### src/sv/mvrc_pkg.sv
// ----------------------------------------------------------------------------
// mvrc_pkg
// Shared types, register indexes and tables for the motion vector rate cost.
// ----------------------------------------------------------------------------
package mvrc_pkg;

   // Result width and configuration port widths
   localparam int OUT_W     = 22;
   localparam int LAMBDA_W  = 16;
   localparam int RANGE_W   = 8;
   localparam int CSR_IDX_W = 2;
   localparam int CSR_DAT_W = 16;

   // Register indexes
   localparam logic [CSR_IDX_W-1:0] CSR_LAMBDA_WEIGHT = 2'd0;
   localparam logic [CSR_IDX_W-1:0] CSR_SEARCH_RANGE  = 2'd1;
   localparam logic [CSR_IDX_W-1:0] CSR_CODEC_MODE    = 2'd2;

   // Codec mode codes
   localparam logic MODE_MPEG4 = 1'b0;
   localparam logic MODE_H264  = 1'b1;

   // Reset values
   localparam logic [LAMBDA_W-1:0] LAMBDA_RST = 16'd0;
   localparam logic [RANGE_W-1:0]  RANGE_RST  = 8'd16;
   localparam logic                MODE_RST   = MODE_H264;

   // Configuration as seen by the datapath
   typedef struct packed {
      logic [LAMBDA_W-1:0] lambda_weight;
      logic [1:0]          f_extra;     // f_code - 1
      logic                codec_mode;
   } cfg_type;

   // f_code - 1 from the search range
   function automatic logic [1:0] f_extra_of(input logic [RANGE_W-1:0] range);
      logic [1:0] f;
      if (range <= 8'd16) begin
         f = 2'd0;
      end else if (range <= 8'd32) begin
         f = 2'd1;
      end else begin
         f = 2'd2;
      end
      return f;
   endfunction

   // MPEG-4 threshold table on the normalised magnitude (clamped to 31)
   function automatic logic [3:0] mp4_base(input logic [4:0] n);
      logic [3:0] b;
      case (n) inside
         5'd1:           b = 4'd3;
         5'd2:           b = 4'd4;
         5'd3:           b = 4'd5;
         5'd4:           b = 4'd7;
         [5'd5:5'd7]:    b = 4'd8;
         [5'd8:5'd10]:   b = 4'd10;
         [5'd11:5'd24]:  b = 4'd11;
         [5'd25:5'd30]:  b = 4'd12;
         default:        b = 4'd13;
      endcase
      return b;
   endfunction

endpackage

### src/sv/mvrc_csr.sv
// ----------------------------------------------------------------------------
// mvrc_csr
// Configuration registers: lambda weight, search range and codec mode.
// ----------------------------------------------------------------------------
module mvrc_csr (
   input  logic                               clock,
   input  logic                               reset,
   input  logic                               csr_valid,
   output logic                               csr_ready,
   input  logic [mvrc_pkg::CSR_IDX_W-1:0]     csr_index,
   input  logic [mvrc_pkg::CSR_DAT_W-1:0]     csr_wdata,
   output mvrc_pkg::cfg_type                  cfg
);
   import mvrc_pkg::*;

   logic [LAMBDA_W-1:0] lambda_weight_ff;
   logic [RANGE_W-1:0]  search_range_ff;
   logic                codec_mode_ff;
   logic                wr_en;

   // Writes are always taken
   assign csr_ready = 1'b1;
   assign wr_en     = csr_valid & csr_ready;

   // Register file; unknown indexes are dropped
   always_ff @(posedge clock) begin
      if (reset) begin
         lambda_weight_ff <= LAMBDA_RST;
         search_range_ff  <= RANGE_RST;
         codec_mode_ff    <= MODE_RST;
      end else if (wr_en) begin
         unique case (csr_index)
            CSR_LAMBDA_WEIGHT: lambda_weight_ff <= csr_wdata[LAMBDA_W-1:0];
            CSR_SEARCH_RANGE:  search_range_ff  <= csr_wdata[RANGE_W-1:0];
            CSR_CODEC_MODE:    codec_mode_ff    <= csr_wdata[0];
            default: ;
         endcase
      end
   end

   assign cfg.lambda_weight = lambda_weight_ff;
   assign cfg.f_extra       = f_extra_of(search_range_ff);
   assign cfg.codec_mode    = codec_mode_ff;

endmodule

### src/sv/mvrc_bits.sv
// ----------------------------------------------------------------------------
// mvrc_bits
// Bit estimate for one vector difference component, H.264 or MPEG-4 style.
// ----------------------------------------------------------------------------
module mvrc_bits #(
   parameter int DIFF_W = 15,
   parameter int BITS_W = 5
) (
   input  logic [DIFF_W-1:0]  diff,      // two's complement
   input  mvrc_pkg::cfg_type  cfg,
   output logic [BITS_W-1:0]  bits
);
   import mvrc_pkg::*;

   localparam int LEN_W = $clog2(DIFF_W + 1);

   logic [DIFF_W-1:0] abs_d;
   logic [LEN_W-1:0]  len;
   logic [BITS_W-1:0] eg_bits;
   logic [DIFF_W-1:0] half;
   logic [DIFF_W-1:0] mag;
   logic [DIFF_W-1:0] norm;
   logic [4:0]        norm_sat;
   logic [BITS_W-1:0] mp4_bits;

   // Exp-Golomb: length is 2 * bit length of |d| + 1
   assign abs_d = diff[DIFF_W-1] ? (~diff + DIFF_W'(1)) : diff;

   always_comb begin
      len = '0;
      for (int i = 0; i < DIFF_W; i++) begin
         if (abs_d[i]) len = LEN_W'(i + 1);
      end
   end

   assign eg_bits = BITS_W'({len, 1'b1});

   // MPEG-4: halve (floor), normalise by magnitude band, then table plus f_code - 1
   assign half = {diff[DIFF_W-1], diff[DIFF_W-1:1]};
   assign mag  = half[DIFF_W-1] ? (~half + DIFF_W'(1)) : half;

   always_comb begin
      if (mag <= DIFF_W'(32)) begin
         norm = mag;
      end else if (mag <= DIFF_W'(64)) begin
         norm = mag >> 1;
      end else begin
         norm = mag >> 2;
      end
   end

   assign norm_sat = (norm > DIFF_W'(31)) ? 5'd31 : norm[4:0];
   assign mp4_bits = (half == '0) ? BITS_W'(1)
                   : BITS_W'(mp4_base(norm_sat)) + BITS_W'(cfg.f_extra);

   assign bits = (cfg.codec_mode == MODE_H264) ? eg_bits : mp4_bits;

endmodule

### src/sv/motion_vector_rate_cost.sv
// ----------------------------------------------------------------------------
// motion_vector_rate_cost
// Rate cost lambda * (bits_x + bits_y) of a motion vector difference.
// ----------------------------------------------------------------------------
//  channel  direction  handshake              payload
//  req      in         req_valid / req_ready  cand_x, cand_y, pred_x, pred_y
//  rsp      out        rsp_valid / rsp_ready  rate_cost
//  csr      in         csr_valid / csr_ready  csr_index, csr_wdata
//
//  One item per cycle unless the result stalls; a result passes the input
//  register, then the result register holding the estimate and the multiply.
//  Reset empties both stages and loads the register reset values; csr is
//  always ready. A stalled result holds the result register, and the input
//  register keeps taking items as long as the result register can drain.
// ----------------------------------------------------------------------------
module motion_vector_rate_cost #(
   parameter int MV_WIDTH = 14
) (
   input  logic                            clock,
   input  logic                            reset,
   // request
   input  logic                            req_valid,
   output logic                            req_ready,
   input  logic [MV_WIDTH-1:0]             req_cand_x,
   input  logic [MV_WIDTH-1:0]             req_cand_y,
   input  logic [MV_WIDTH-1:0]             req_pred_x,
   input  logic [MV_WIDTH-1:0]             req_pred_y,
   // response
   output logic                            rsp_valid,
   input  logic                            rsp_ready,
   output logic [mvrc_pkg::OUT_W-1:0]      rsp_rate_cost,
   // configuration
   input  logic                            csr_valid,
   output logic                            csr_ready,
   input  logic [mvrc_pkg::CSR_IDX_W-1:0]  csr_index,
   input  logic [mvrc_pkg::CSR_DAT_W-1:0]  csr_wdata
);
   import mvrc_pkg::*;

   localparam int DIFF_W = MV_WIDTH + 1;
   localparam int BITS_W = $clog2(2 * MV_WIDTH + 4);
   localparam int SUM_W  = BITS_W + 1;
   localparam int PROD_W = LAMBDA_W + SUM_W;

   cfg_type cfg;

   logic                s1_valid_ff;
   logic [MV_WIDTH-1:0] cand_x_ff, cand_y_ff, pred_x_ff, pred_y_ff;
   logic                rsp_valid_ff;
   logic [OUT_W-1:0]    rate_cost_ff, rate_cost_in;

   logic                out_free;
   logic                s1_adv;
   logic                req_take;
   logic [DIFF_W-1:0]   diff_x, diff_y;
   logic [BITS_W-1:0]   bits_x, bits_y;
   logic [SUM_W-1:0]    bits_sum;
   logic [PROD_W-1:0]   product;

   // Configuration registers
   mvrc_csr u_csr (
      .clock     (clock),
      .reset     (reset),
      .csr_valid (csr_valid),
      .csr_ready (csr_ready),
      .csr_index (csr_index),
      .csr_wdata (csr_wdata),
      .cfg       (cfg)
   );

   // Flow control
   assign out_free  = ~rsp_valid_ff | rsp_ready;
   assign s1_adv    = s1_valid_ff & out_free;
   assign req_ready = ~s1_valid_ff | out_free;
   assign req_take  = req_valid & req_ready;

   // Input register
   always_ff @(posedge clock) begin
      if (reset) begin
         s1_valid_ff <= 1'b0;
      end else if (req_ready) begin
         s1_valid_ff <= req_valid;
      end
   end

   always_ff @(posedge clock) begin
      if (req_take) begin
         cand_x_ff <= req_cand_x;
         cand_y_ff <= req_cand_y;
         pred_x_ff <= req_pred_x;
         pred_y_ff <= req_pred_y;
      end
   end

   // Differences, sign extended by one bit
   assign diff_x = {cand_x_ff[MV_WIDTH-1], cand_x_ff} - {pred_x_ff[MV_WIDTH-1], pred_x_ff};
   assign diff_y = {cand_y_ff[MV_WIDTH-1], cand_y_ff} - {pred_y_ff[MV_WIDTH-1], pred_y_ff};

   // Per-axis bit estimates
   mvrc_bits #(.DIFF_W(DIFF_W), .BITS_W(BITS_W)) u_bits_x (
      .diff (diff_x),
      .cfg  (cfg),
      .bits (bits_x)
   );

   mvrc_bits #(.DIFF_W(DIFF_W), .BITS_W(BITS_W)) u_bits_y (
      .diff (diff_y),
      .cfg  (cfg),
      .bits (bits_y)
   );

   // Weighted cost, kept to the result width
   assign bits_sum     = SUM_W'(bits_x) + SUM_W'(bits_y);
   assign product      = PROD_W'(cfg.lambda_weight) * PROD_W'(bits_sum);
   assign rate_cost_in = product[OUT_W-1:0];

   // Result register
   always_ff @(posedge clock) begin
      if (reset) begin
         rsp_valid_ff <= 1'b0;
      end else if (out_free) begin
         rsp_valid_ff <= s1_valid_ff;
      end
   end

   always_ff @(posedge clock) begin
      if (s1_adv) begin
         rate_cost_ff <= rate_cost_in;
      end
   end

   assign rsp_valid     = rsp_valid_ff;
   assign rsp_rate_cost = rate_cost_ff;

endmodule

### config.mk
export PLATFORM = sky130hd
export DESIGN_NAME = motion_vector_rate_cost
export DESIGN_NICKNAME = d
export VERILOG_FILES = /design/src/sv/mvrc_pkg.sv /design/src/sv/mvrc_csr.sv /design/src/sv/mvrc_bits.sv /design/src/sv/motion_vector_rate_cost.sv
export SDC_FILE = /design/constraint.sdc
export NUM_CORES = 1
export LEC_CHECK = 0
export BUFFER_PORTS_ARGS = -buffer_cell sky130_fd_sc_hd__buf_2
export CAP_MARGIN = 20
export CORE_ASPECT_RATIO = 0.5
export CORE_MARGIN = 2
export CORE_UTILIZATION = 30
export CTS_CLUSTER_DIAMETER = 80
export CTS_CLUSTER_SIZE = 24
export DETAILED_ROUTE_END_ITERATION = 6
export PLACE_DENSITY_LB_ADDON = 0.05
export SETUP_SLACK_MARGIN = 0.5
export SYNTH_ARGS = -nofsm -noshare
export SYNTH_HDL_FRONTEND = slang
export SYNTH_SLANG_ARGS = --single-unit
### constraint.sdc
create_clock -name clock -period 19.7 [get_ports clock]
set_input_delay 0.985 -clock clock [delete_from_list [all_inputs] [get_ports clock]]
set_output_delay 0.985 -clock clock [all_outputs]
set_load 0.1 [all_outputs]
* Yosys cells after proc, flatten, opt, wreduce, memory -nomap -nowiden
Cells that the tools add are included.
** Operators by class
- Multipliers :: 1
- Add/sub/neg operators :: 9
- Muxes and demuxes :: 62
- Reduce and logical (&&, ||, !) cells :: 14
- Eq/ne operators :: 10
- $lt $le $gt $ge :: 24
- Bitwise operators :: 10
** Operator list (count)
- $mux 4 :: 42
- $mux 15 :: 6
- $add 15x1->15 const B :: 4
- $not 15->15 :: 4
- $gt 15x5->1 const B :: 2
- $le 15x6->1 const B :: 2
- $le 15x7->1 const B :: 2
- $logic_not 15->1 :: 2
- $mux 5 :: 6
- $sub 14x14->15 :: 2
- $mux 14 :: 2
- $mul 16x6->22 :: 1
- $eq 5x2->1 const B :: 4
- $ge 5x4->1 const B :: 4
- $le 5x5->1 const B :: 4
- $add 4x2->5 :: 2
- $eq 5x1->1 const B :: 2
- $eq 5x3->1 const B :: 2
- $ge 5x3->1 const B :: 2
- $ge 5x5->1 const B :: 2
- $le 5x3->1 const B :: 2
- $le 5x4->1 const B :: 2
- $le 8x5->1 const B :: 1
- $le 8x6->1 const B :: 1
- other kinds (11) :: 27
** Storage, ports and cells
- Logic and storage cells :: 140
- Bits in registers :: 105
- Bits of input ports :: 79
- Output and inout port bits :: 25

* Depth between registers and ports, before layout
- Depth in word-level cells :: 24
- Depth in mapped cells :: 53
- Mapped depth without buffers :: 51

* Hierarchy
A second synthesis with hierarchy kept.
** Unflattened totals
- Cell total of the unflattened synthesis :: 1241
- Area total of the unflattened synthesis :: 11240.8 um2
** Modules (own cells, without submodules)
- motion_vector_rate_cost :: area each 7120.6 um2, instances 1, cells each 695, sequential area each 2382.3 um2
- mvrc_bits at u_bits_x :: area each 1521.5 um2, instances 1, cells each 223, sequential area each 0.0 um2
- mvrc_bits at u_bits_y :: area each 1435.1 um2, instances 1, cells each 210, sequential area each 0.0 um2
- mvrc_csr :: area each 1163.6 um2, instances 1, cells each 113, sequential area each 500.5 um2

* Worst setup path before layout
OpenSTA, ideal clock, no wires.
- Path kind :: register to register
- From :: reg pred_x_ff[0]
- To :: reg rate_cost_ff[19] (netlist: rsp_rate_cost[19]) (data pin)
- Period minus slack after synthesis :: 11.118 ns
- Buffers on the path :: 3
- Stages on the path, launching flop included :: 50
- Setup slack :: 8.582 ns
- Data required time :: 19.442 ns
- Setup time :: 0.258 ns
- Arrival :: 10.861 ns
- Path through :: edfxtp_1 > ha_1 > fa_1 > nand2b_1 > a21oi_1 > nor3_1 > a2bb2oi_1 > clkbuf_1 > nor3_1 > nand3_1 > or4_1 > a221oi_1 > o211a_1 > buf_6 > a21oi_1 > o31a_2 > a21boi_2 > a221oi_1 > [... 14 more ...] > fa_1 > inv_1 > ha_1 > a21o_1 > a21oi_1 > o21bai_1 > a21oi_1 > o21bai_1 > a21oi_1 > o21bai_1 > a21oi_1 > o21bai_1 > a31o_2 > a21oi_1 > nor2b_1 > o21ai_0 > nor2b_1 > xnor2_1
** On the way
- Word-level cells in the longest chain between the ends :: 24
- Elaborated cells between the ends (all ways) :: 58
- Classes of those cells :: add/sub (5); mul (1); order compare (11); eq/ne (4); mux (30); bitwise (2); reduce/logical (5)
** RTL lines
- start: declaration :: line motion_vector_rate_cost.sv:48 : logic [MV_WIDTH-1:0] cand_x_ff, cand_y_ff, pred_x_ff, pred_y_ff;
- start signal: assignment :: line motion_vector_rate_cost.sv:90 : pred_x_ff <= req_pred_x;
- $sub 14x14->15 (*) :: line motion_vector_rate_cost.sv:96 : assign diff_x = {cand_x_ff[MV_WIDTH-1], cand_x_ff} - {pred_x_ff[MV_WIDTH-1], pred_x_ff};
- $not 15->15 :: line mvrc_bits.sv:40 : assign mag = half[DIFF_W-1] ? (~half + DIFF_W'(1)) : half;
- $add 15x1->15 :: line mvrc_bits.sv:40
- $mux 15 :: line mvrc_bits.sv:40
- $le 15x7->1 :: line mvrc_bits.sv:45 : end else if (mag <= DIFF_W'(64)) begin
- $mux 14 :: line mvrc_bits.sv:45
- $mux 15 :: line mvrc_bits.sv:43 : if (mag <= DIFF_W'(32)) begin
- $gt 15x5->1 :: line mvrc_bits.sv:52 : assign norm_sat = (norm > DIFF_W'(31)) ? 5'd31 : norm[4:0];
- [... 3 more ...]
- $mux 1 :: line mvrc_pkg.sv:51 : case (n) inside
- $mux 4 (7 in a row) :: line mvrc_pkg.sv:51
- $add 4x2->5 :: line mvrc_bits.sv:54 : : BITS_W'(mp4_base(norm_sat)) + BITS_W'(cfg.f_extra);
- $mux 5 :: line mvrc_bits.sv:53 : assign mp4_bits = (half == '0) ? BITS_W'(1)
- $mux 5 (*) :: line mvrc_bits.sv:56 : assign bits = (cfg.codec_mode == MODE_H264) ? eg_bits : mp4_bits;
- $add 5x5->6 (*) :: line motion_vector_rate_cost.sv:113 : assign bits_sum = SUM_W'(bits_x) + SUM_W'(bits_y);
- $mul 16x6->22 (*) :: line motion_vector_rate_cost.sv:114 : assign product = PROD_W'(cfg.lambda_weight) * PROD_W'(bits_sum);
- net product[19] :: line motion_vector_rate_cost.sv:58 : logic [PROD_W-1:0] product;
- end signal: assignment :: line motion_vector_rate_cost.sv:128 : rate_cost_ff <= rate_cost_in;
- end: declaration :: line motion_vector_rate_cost.sv:50 : logic [OUT_W-1:0] rate_cost_ff, rate_cost_in;
The timed path passes the listed nets; every way through them passes the cells marked *.
A chain may end at the register's enable or synchronous reset.

* Final worst setup path
- From :: reg pred_y_ff[0]
- To :: reg rate_cost_ff[21] (netlist: rsp_rate_cost[21]) (data pin)
** On the way
- Word-level cells in the longest chain between the ends :: 24
- Elaborated cells between the ends (all ways) :: 58
- Classes of those cells :: add/sub (5); mul (1); order compare (11); eq/ne (4); mux (30); bitwise (2); reduce/logical (5)
** RTL lines
- start: declaration :: line motion_vector_rate_cost.sv:48
- start signal: assignment :: line motion_vector_rate_cost.sv:91 : pred_y_ff <= req_pred_y;
- $sub 14x14->15 (*) :: line motion_vector_rate_cost.sv:97 : assign diff_y = {cand_y_ff[MV_WIDTH-1], cand_y_ff} - {pred_y_ff[MV_WIDTH-1], pred_y_ff};
- $not 15->15 :: line mvrc_bits.sv:40
- $add 15x1->15 :: line mvrc_bits.sv:40
- $mux 15 :: line mvrc_bits.sv:40
- $le 15x7->1 :: line mvrc_bits.sv:45
- $mux 14 :: line mvrc_bits.sv:45
- $mux 15 :: line mvrc_bits.sv:43
- $gt 15x5->1 :: line mvrc_bits.sv:52
- [... 3 more ...]
- $mux 1 :: line mvrc_pkg.sv:51
- $mux 4 (7 in a row) :: line mvrc_pkg.sv:51
- $add 4x2->5 :: line mvrc_bits.sv:54
- $mux 5 :: line mvrc_bits.sv:53
- $mux 5 (*) :: line mvrc_bits.sv:56
- $add 5x5->6 (*) :: line motion_vector_rate_cost.sv:113
- $mul 16x6->22 (*) :: line motion_vector_rate_cost.sv:114
- net product[21] :: line motion_vector_rate_cost.sv:58
Marks and branches as above.

==> results.toml <==
[clock_tree]
clk_latency_ns = 0.39
cts_max_path_buffers = 2
numCtsBuffers = 9
clockRootBuffer = "clkbuf_16"
clock_sinks = 105
cts_resized = 0
tritoncts = "done"
clkTransAtPathRegs_ns = 0.08
cts_max_level = 3
cts_setup_buffers = 0
postCtsHoldBufs = 0

[yosys]
ys_warn_count = 0
synth_cell_types = 91
ys_seq_elements = 105
syn_nets = 1459
ys_seq_area_frac = 0.265
async_flop_share = 0
synth_top_flop_cell = "edfxtp_1"
syn_area_um2 = 10900
synth_edf_count = 78
syn_area_per_cell_um2 = 8.72
synthTopCellsByArea = "edfxtp_1, fa_1, ha_1"
synth_top_cell_by_area = "edfxtp_1"
yosys.area.top_type_share = 0.215
synthCells = 1247

[floorplan]
coreArea_um2 = 35800
die_y_um = 139
dieArea_um2 = 37900
ios = 104
start_util = 0.304
die_w_um = 273
rows = 49

[setup_path]
cp.depth = 48
r2r_end = "rsp_rate_cost[21]"
crit_path_start = "pred_y_ff[0]"
critical_path_arrival_ns = 12.32
crit_buf_inv = 4
cp.required_ns = 19.82
crit_path_end_kind = "flip-flop"
slowest_delay_ns = 0.69
crit_fanout = 16
r2r_cells = 48
rr_startpoint = "pred_y_ff[0]"
cpMaxStageDelayCell = "xor2_1"
crit_type = "reg -> reg"
crit_end = "rsp_rate_cost[21]"
startpoint_type = "flip-flop"
path_delay_family = "compound AO/OA/AOI/OAI gates"
reg2reg_slack_ns = 7.50
crit_top_cell = "a21oi_1"

[sta]
skew_ns = 0.0217
rsz0062_at_grt = "no"
timing.final.crit_period_ns = 12.20
worstMarginPinSlew_ns = 0.927
slew_headroom = 0.374
timing.fmax_mhz = 82.0
setup_viol = 0
hold_violations = 0
fin_crit_sh = 0.619
slew_viol_final = 0
setup_tns_ns = 0

[grt]
grt_pass1_vias = 8683
grt_usage = 0.147
grt_pass1_wl_um = 45200
grt_max_degree = 57
grt_overflow = 0
antenna_found_initial = 0

[place]
dpl.cell_count = 1806
hpwl_um = 21700
routabilityCongestion = 0.810
place_area_um2 = 11900
io_buffers = 102

[finish]
drive_gt1_frac = 0.120
multi_input_area_um2 = 7400
layout_common_cells = "nand2_1, inv_1, buf_2, a21oi_1"
num_antenna_cells = 0
mostFrequentLayoutCell = "nand2_1"
final_cell_count_no_fill = 1822
area_delta_synth_final_pct = 12.1
fillCellCount = 3764
fin_area_um2 = 12200
regArea_um2 = 2880
nets = 1545

[min_path]
min_path_cells = 2
worstHoldStart = "u_csr.search_range_ff[0]"
hp-class = "reg -> reg"

[routing]
first_pass_iters = 7
route.detailed.drc = 0
first_iter_violations = 641
avgRoutedWirePerCell_um = 15.1
ant_nets = 0
wl_um = 27500
vias_per_cell = 4.95
vias = 9023

[power_and_ir_drop]
totalPowerFinal_w = 0.000996
p_leak_nw = 4.97
powerDensity_nw_per_um2 = 81.7
peakVddDrop_v = 0.0000547

[run]
max_cap_viol_count = 0

[outcome]
status = "completed"
-- worst reg2reg max path, delay by kind of cell (launching register included) --
family          cells  cell delay, ns
compound gates     22            4.21
fa+ha+maj          10            4.09
simple gates        8            1.29
xor+xnor            3            1.01
mux                 1            0.54
buf+inv             4            0.42
flops               1            0.37
-- metal layers --
layer | track usage | vias to the layer above | routed length, µm
met5 | 0 | - | 0
met4 | 0.0319 | 0 | 229
met3 | 0.0286 | 18 | 1050
met2 | 0.218 | 164 | 11600
met1 | 0.219 | 4252 | 14700
li1 | - | 4589 | -
-- cell type report --
type,count,area share
Inverter,117,0.0360
Timing Repair Buffer,112,0.0480
Multi-Input combinational cell,988,0.607
Sequential cell,105,0.236
Tap cell,484,0.0497
Clock inverter,6,0.00390
Clock buffer,10,0.0188
-- kinds of logic after synthesis --
group | Yosys count | synth area share
and+or+nand+nor | 442 | 0.207
AOI/OAI and AO/OA | 316 | 0.195
buffers and inverters | 154 | 0.0556
adders and majority gates | 134 | 0.197
DFF | 105 | 0.265
xor gates and xnor gates | 76 | 0.0619
muxes | 19 | 0.0177
other | 1 | 0.000345
-- registers in the layout, indices dropped and copies added (netlist names) --
name	count
rsp_rate_cost	22
s1_valid_ff	1
u_csr.search_range_ff	8
pred_x_ff	14
cand_y_ff	14
pred_y_ff	14
u_csr.codec_mode_ff	1
rsp_valid	1
cand_x_ff	14
u_csr.lambda_weight_ff	16
-- cells in the mapped netlist (14+ instances only) --
master and instances:
a21oi_1 92, nor2_1 78, nor2b_1 29, a31oi_1 17, o21ai_0 57, fa_1 62, xor2_1 19, nor3_1 30
nand3_1 38, nand2b_1 27, a211o_1 14, ha_1 71, mux2i_1 17, nand2_1 132, dfxtp_1 27, inv_1 117
edfxtp_1 78, and2_1 38, a21o_1 19, xnor2_1 56, clkbuf_1 29
-- report_power, final --
group          total [W]  internal [W]  switching (W)
logic           0.000554      0.000196       0.000358
registers       0.000262      0.000256     0.00000585
clock network   0.000181     0.0000877      0.0000929
-- per-stage QoR --
| step | hold WS (ns) | worst slack, ns | util |
|---|---|---|---|
| floorplan | 0.464 | 8.58 | - |
| global placement | 0.484 | 7.56 | 0.333 |
| detailed placement | 0.496 | 7.42 | 0.333 |
| CTS | 0.516 | 7.37 | 0.340 |
| global route | 0.540 | 6.52 | 0.340 |
| finish | 0.507 | 7.50 | 0.340 |
-- worst min path at each step --
stage                                          end  slack, ns
final                     u_csr.search_range_ff[0]       0.51
after global routing      u_csr.search_range_ff[0]       0.54
after CTS                 u_csr.search_range_ff[0]       0.52
after detailed placement  u_csr.search_range_ff[0]       0.50
after global placement    u_csr.search_range_ff[1]       0.48
after floorplan           u_csr.search_range_ff[0]       0.46
Power figures use the tool's default switching activity.
